[config.mk]
export PLATFORM = sky130hd
export DESIGN_NAME = iadmb_div_step
export DESIGN_NICKNAME = d
export VERILOG_FILES = /design/src/sv/iadmb_pkg.sv /design/src/sv/iadmb_div_step.sv
export SDC_FILE = /design/constraint.sdc
export NUM_CORES = 1
export LEC_CHECK = 0
export BUFFER_PORTS_ARGS = -buffer_cell sky130_fd_sc_hd__buf_2
export CAP_MARGIN = 10
export CORE_ASPECT_RATIO = 0.75
export CORE_MARGIN = 4
export CORE_UTILIZATION = 30
export CTS_BUF_LIST = sky130_fd_sc_hd__clkbuf_4 sky130_fd_sc_hd__clkbuf_8 sky130_fd_sc_hd__clkbuf_16
export DETAILED_ROUTE_END_ITERATION = 8
export PLACE_DENSITY = 0.63
export SYNTH_ARGS = -nofsm -noshare
export SYNTH_HDL_FRONTEND = slang
export SYNTH_SLANG_ARGS = --single-unit
[constraint.sdc]
create_clock -name clk -period 0.8 [get_ports clk]
set_input_delay 0.04 -clock clk [delete_from_list [all_inputs] [get_ports clk]]
set_output_delay 0.04 -clock clk [all_outputs]
set_load 0.02 [all_outputs]
[src/sv/iadmb_pkg.sv]
// Package: types, opcodes and pipeline constants of the integer ALU.
`timescale 1ns / 1ps
package iadmb_pkg;

    localparam int DATA_W    = 64;
    localparam int DIV_STEPS = DATA_W;
    localparam int MUL_LAT   = 4;

    localparam logic [4:0] OP_DIV32    = 5'd0;
    localparam logic [4:0] OP_REM32    = 5'd1;
    localparam logic [4:0] OP_DIVU32   = 5'd2;
    localparam logic [4:0] OP_REMU32   = 5'd3;
    localparam logic [4:0] OP_SHL      = 5'd4;
    localparam logic [4:0] OP_SHR      = 5'd5;
    localparam logic [4:0] OP_SAR      = 5'd6;
    localparam logic [4:0] OP_DIV64    = 5'd7;
    localparam logic [4:0] OP_REM64    = 5'd8;
    localparam logic [4:0] OP_DIVU64   = 5'd9;
    localparam logic [4:0] OP_REMU64   = 5'd10;
    localparam logic [4:0] OP_MULHU    = 5'd11;
    localparam logic [4:0] OP_MULHS    = 5'd12;
    localparam logic [4:0] OP_CLZ32    = 5'd13;
    localparam logic [4:0] OP_CTZ32    = 5'd14;
    localparam logic [4:0] OP_CLZ64    = 5'd15;
    localparam logic [4:0] OP_CTZ64    = 5'd16;
    localparam logic [4:0] OP_CLRSB32  = 5'd17;
    localparam logic [4:0] OP_CLRSB64  = 5'd18;
    localparam logic [4:0] OP_POPCNT32 = 5'd19;
    localparam logic [4:0] OP_POPCNT64 = 5'd20;

    typedef struct packed {
        logic [4:0]        opcode;
        logic [DATA_W-1:0] operand_a;
        logic [DATA_W-1:0] operand_b;
    } req_t;

    typedef struct packed {
        logic [DATA_W-1:0] result;
        logic              divide_by_zero;
    } rsp_t;

    // State of one restoring divide step.
    typedef struct packed {
        logic [DATA_W-1:0] rem;
        logic [DATA_W-1:0] dq;
        logic [DATA_W-1:0] d;
    } div_t;

    typedef enum logic [1:0] {
        SEL_QUO,
        SEL_REM,
        SEL_MUL,
        SEL_MISC
    } sel_t;

    // Control that rides alongside the divider.
    typedef struct packed {
        sel_t              sel;
        logic              neg_q;
        logic              neg_r;
        logic              is32;
        logic              dz;
        logic [DATA_W-1:0] misc;
    } tag_t;

endpackage

[src/sv/iadmb_div_step.sv]
// One registered stage of the restoring divider: one quotient bit per stage.
`timescale 1ns / 1ps
module iadmb_div_step (
    input  logic            clk,
    input  logic            rst_n,
    input  logic            en,
    input  logic            in_valid,
    input  iadmb_pkg::div_t in_div,
    output logic            out_valid,
    output iadmb_pkg::div_t out_div
);
    import iadmb_pkg::*;

    logic [DATA_W:0]   trial;
    logic [DATA_W:0]   diff;
    logic              fits;
    div_t              div_next;
    logic              valid_reg;
    div_t              div_reg;

    always_comb
    begin
        trial    = {in_div.rem, in_div.dq[DATA_W-1]};
        diff     = trial - {1'b0, in_div.d};
        fits     = !diff[DATA_W];
        div_next.d   = in_div.d;
        div_next.rem = fits ? diff[DATA_W-1:0] : trial[DATA_W-1:0];
        div_next.dq  = {in_div.dq[DATA_W-2:0], fits};
    end

    always_ff @(posedge clk or negedge rst_n)
    begin
        if (!rst_n)
        begin
            valid_reg <= 1'b0;
        end
        else if (en)
        begin
            valid_reg <= in_valid;
        end
    end

    always_ff @(posedge clk)
    begin
        if (en)
        begin
            div_reg <= div_next;
        end
    end

    assign out_valid = valid_reg;
    assign out_div   = div_reg;
endmodule

==> insert_results.sql <==
INSERT INTO impl_metrics (metric_group, metric, value, unit) VALUES
('status', 'status', 'complete, but fails checks', ''),
('status', 'violations_in_the_final_reports', 'negative hold slack, negative setup slack', ''),
('synth', 'yosysUniqueCellTypes', '76', ''),
('sta', 'postLayoutSetupSlackWorst', '-1.84', 'ns'),
('synth', 'post_synth_inst_count', '957', ''),
('finish', 'postLayoutCoreUtil', '56.3', '%'),
('routing', 'wl_met1', '18.7', 'mm'),
('power_and_ir_drop', 'internal_power', '24100', 'uW'),
('setup_path', 'worst-endpoint-required', '1.02', 'ns'),
('synth', 'synth.mux.area_fraction', '6.08', '%'),
('synth', 'top_cells_by_area_synth', 'sky130_fd_sc_hd__edfxtp_1 52%, sky130_fd_sc_hd__ha_1 7.3%, sky130_fd_sc_hd__mux2_2 5.1%', ''),
('clock_network', 'clock_sinks', '193', ''),
('placed_design', 'post-place-cells', '2065', ''),
('floorplan', 'placement_rows', '60', ''),
('floorplan', 'num_io_pins', '389', ''),
('setup_path', 'critical_path_arrival', '2.86', 'ns'),
('placed_design', 'numPortBuffers', '388', ''),
('sta', 'rsz0062_at_grt', 'yes', ''),
('global_route', 'grt_start_max_net_pins', '22', ''),
('clock_network', 'cts-root-to-sink-buffers', '2', ''),
('synth', 'seq_area_frac_synth', '52.7', '%'),
('setup_path', 'timing.critical_path.from_type', 'input port', ''),
('sta', 'hold-worst-slack', '-0.0103', 'ns'),
('setup_path', 'crit_fanout', '4', ''),
('synth', 'yosysTopAreaCellShare', '52.5', '%'),
('floorplan', 'effective_utilization_at_floorplan', '30.5', '%'),
('routing', 'wl', '43.2', 'mm'),
('finish', 'fillers', '3003', ''),
('routing', 'detailroute.via_count', '11000', ''),
('sta', 'timing.final.crit_share', '330', '%'),
('worst_hold_path', 'worstHoldPathType', 'input port to flop', ''),
('routing', 'drtAntennaViolNets', '0', ''),
('synth', 'synth_fp_nets', '1218', ''),
('clock_network', 'clock_latency', '0.46', 'ns'),
('sta', 'clock-skew-final', '0', 'ns'),
('synth', 'ys.warnings.count', '0', ''),
('floorplan', 'die_outline_area', '39800', 'um^2'),
('sta', 'final-hold-violation-count', '1', ''),
('power_and_ir_drop', 'p_sw', '11700', 'uW'),
('setup_path', 'timing.reg2reg.setup_slack', '0.01', 'ns'),
('power_and_ir_drop', 'power.density', '1760', 'nW/um^2'),
('placed_design', 'placed_area', '15900', 'um^2'),
('placed_design', 'global_placer_s_final_weighted_congestion', '0.915', ''),
('placed_design', 'place_ws', '-2.46', 'ns'),
('floorplan', 'dieWidth', '229', 'um'),
('synth', 'ys.flop_type', 'sky130_fd_sc_hd__edfxtp_1', ''),
('synth', 'main_combinational_cell_family_by_area_after_synthesis', 'compound AO/OA/AOI/OAI gates', ''),
('synth', 'avgSynthCellArea', '11.5', 'um^2'),
('global_route', 'grt_pass1_vias', '11500', ''),
('synth', 'synthSimpleGateAreaFrac', '10.4', '%'),
('finish', 'instances_no_fill', '2307', ''),
('clock_network', 'cts-htree-levels', '4', ''),
('finish', 'area_growth_syn_to_layout', '84.6', '%'),
('setup_path', 'worstSetupEndpointType', 'flop', ''),
('power_and_ir_drop', 'power.sequential.fraction', '36.5', '%'),
('power_and_ir_drop', 'combinationalPowerShare', '38.2', '%'),
('global_route', 'antenna_found_initial', '7', ''),
('finish', 'share_of_layout_cells_above_drive_strength_1', '49.0', '%'),
('synth', 'yosys.area_share.adder', '7.47', '%'),
('clock_network', 'cts_hold_buf', '181', ''),
('synth', 'synth.ff_latch_count', '193', ''),
('synth', 'synth_compound_gate_area_share', '14.3', '%'),
('routing', 'avgRoutedWirePerCell', '18.7', 'um'),
('power_and_ir_drop', 'p_leak', '0.00909', 'uW'),
('finish', 'layout_commonest_cell', 'sky130_fd_sc_hd__buf_4', ''),
('finish', 'design.final.nets', '2086', ''),
('sta', 'setup_violations', '258', ''),
('power_and_ir_drop', 'worst_ir_drop_vdd', '1030', 'uV'),
('synth', 'synthesis.area', '11000', 'um^2'),
('placed_design', 'dp_hpwl', '31.7', 'mm'),
('routing', 'via_per_inst', '4.77', '');
[area by class of cell]
| cell class | instances | area (um^2) | area share (%) |
|---|---|---|---|
| Inverter | 88 | 365 | 1.80 |
| Antenna cell | 4 | 10.0 | 0.0493 |
| Timing Repair inverter | 1 | 11.3 | 0.0555 |
| Sequential cell | 193 | 5790 | 28.5 |
| Clock buffer | 18 | 433 | 2.13 |
| Multi-Input combinational cell | 641 | 5450 | 26.9 |
| Timing Repair Buffer | 883 | 7460 | 36.8 |
| Tap cell | 465 | 582 | 2.87 |
| Clock inverter | 14 | 183 | 0.900 |
[power groups by stage]
stage	Sequential, uW	Clock [uW]	Combinational, uW
final	13100	9050	13700
after global routing	13200	9720	14500
after CTS	13000	9320	12800
after detailed placement	13000	0	10400
after global placement	13000	0	10300
after floorplan	14500	0	4110
[critical path: stages]
cell and delay, ns:
sky130_fd_sc_hd__buf_8 0.10, sky130_fd_sc_hd__inv_4 0.05, sky130_fd_sc_hd__ha_4 0.21, sky130_fd_sc_hd__a21o_1 0.21
sky130_fd_sc_hd__or4b_4 0.55, sky130_fd_sc_hd__or4b_4 0.56, sky130_fd_sc_hd__and4_4 0.21, sky130_fd_sc_hd__o21ai_4 0.17
sky130_fd_sc_hd__nand3_1 0.18, sky130_fd_sc_hd__buf_4 0.18, sky130_fd_sc_hd__xor2_1 0.14, sky130_fd_sc_hd__mux2_4 0.26
[synth_stat cells, types with 8 or more instances]
| library cell | instances |
|---|---|
| sky130_fd_sc_hd__edfxtp_1 | 192 |
| sky130_fd_sc_hd__clkbuf_1 | 19 |
| sky130_fd_sc_hd__o21bai_1 | 13 |
| sky130_fd_sc_hd__and3_1 | 10 |
| sky130_fd_sc_hd__nand2_1 | 67 |
| sky130_fd_sc_hd__xor2_1 | 22 |
| sky130_fd_sc_hd__nand4_1 | 20 |
| sky130_fd_sc_hd__nor2_1 | 46 |
| sky130_fd_sc_hd__o21ai_0 | 41 |
| sky130_fd_sc_hd__mux2i_1 | 9 |
| sky130_fd_sc_hd__nand2b_1 | 8 |
| sky130_fd_sc_hd__o21a_1 | 9 |
| sky130_fd_sc_hd__nor2b_1 | 13 |
| sky130_fd_sc_hd__inv_1 | 87 |
| sky130_fd_sc_hd__xnor2_1 | 32 |
| sky130_fd_sc_hd__a21oi_1 | 78 |
| sky130_fd_sc_hd__mux2_2 | 50 |
| sky130_fd_sc_hd__a21o_1 | 32 |
| sky130_fd_sc_hd__nand3_1 | 11 |
| sky130_fd_sc_hd__ha_1 | 64 |
| sky130_fd_sc_hd__nor3_1 | 14 |
| sky130_fd_sc_hd__a31oi_1 | 10 |
[kinds of logic (layout without fill, tap and decap cells)]
| kind of cell | after synthesis | after routing |
|---|---|---|
| other | 0 | 4 |
| AOI/OAI and AO/OA | 240 | 240 |
| adders and majority gates | 65 | 65 |
| and+or+nand+nor | 222 | 222 |
| DFF | 193 | 193 |
| buffers and inverters | 123 | 1004 |
| muxes | 60 | 60 |
| xor gates and xnor gates | 54 | 54 |
[state kept, by name, summed over array words and instances, names as in the netlist]
| register | cells |
|---|---|
| out_valid | 1 |
| out_div | 192 |
[metal layers]
layer | track usage (%) | vias to the layer above
met4 | 6.34 | 6
met1 | 25.5 | 5306
met5 | 0 | -
met3 | 5.16 | 67
li1 | - | 5293
met2 | 34.7 | 330
[stage by stage]
step	total power (uW)	hold WS (ns)
after floorplan	18600	-0.256
after global placement	23400	-0.185
after detailed placement	23500	-0.182
after CTS	35100	-0.0350
after global routing	37400	-0.0211
final	35800	-0.0103
[what timing repair did]
item | 4_1_cts | 5_1_grt
endpoints found under the hold margin | 183 | 2
resized for setup | 286 | 159
setup buffers | 17 | 5
pin swaps | 32 | 17
setup endpoints to repair | 258 | 259
cloned | 2 | 5
[worst paths after layout]
path | endpoint | startpoint | cells past startpoint
hold / removal | out_div[173]$_DFFE_PP_ | in_div[172] | 3
setup reg to reg | out_valid$_DFFE_PN0P_ | out_valid$_DFFE_PN0P_ | 1
min in group asynchronous | out_valid$_DFFE_PN0P_ | rst_n | 3
setup / recovery | out_div[175]$_DFFE_PP_ | in_div[26] | 12
hold reg to reg | out_valid$_DFFE_PN0P_ | out_valid$_DFFE_PN0P_ | 1
max in group asynchronous | out_valid$_DFFE_PN0P_ | rst_n | 3
Note: power is estimated with default switching activity, not from simulation.
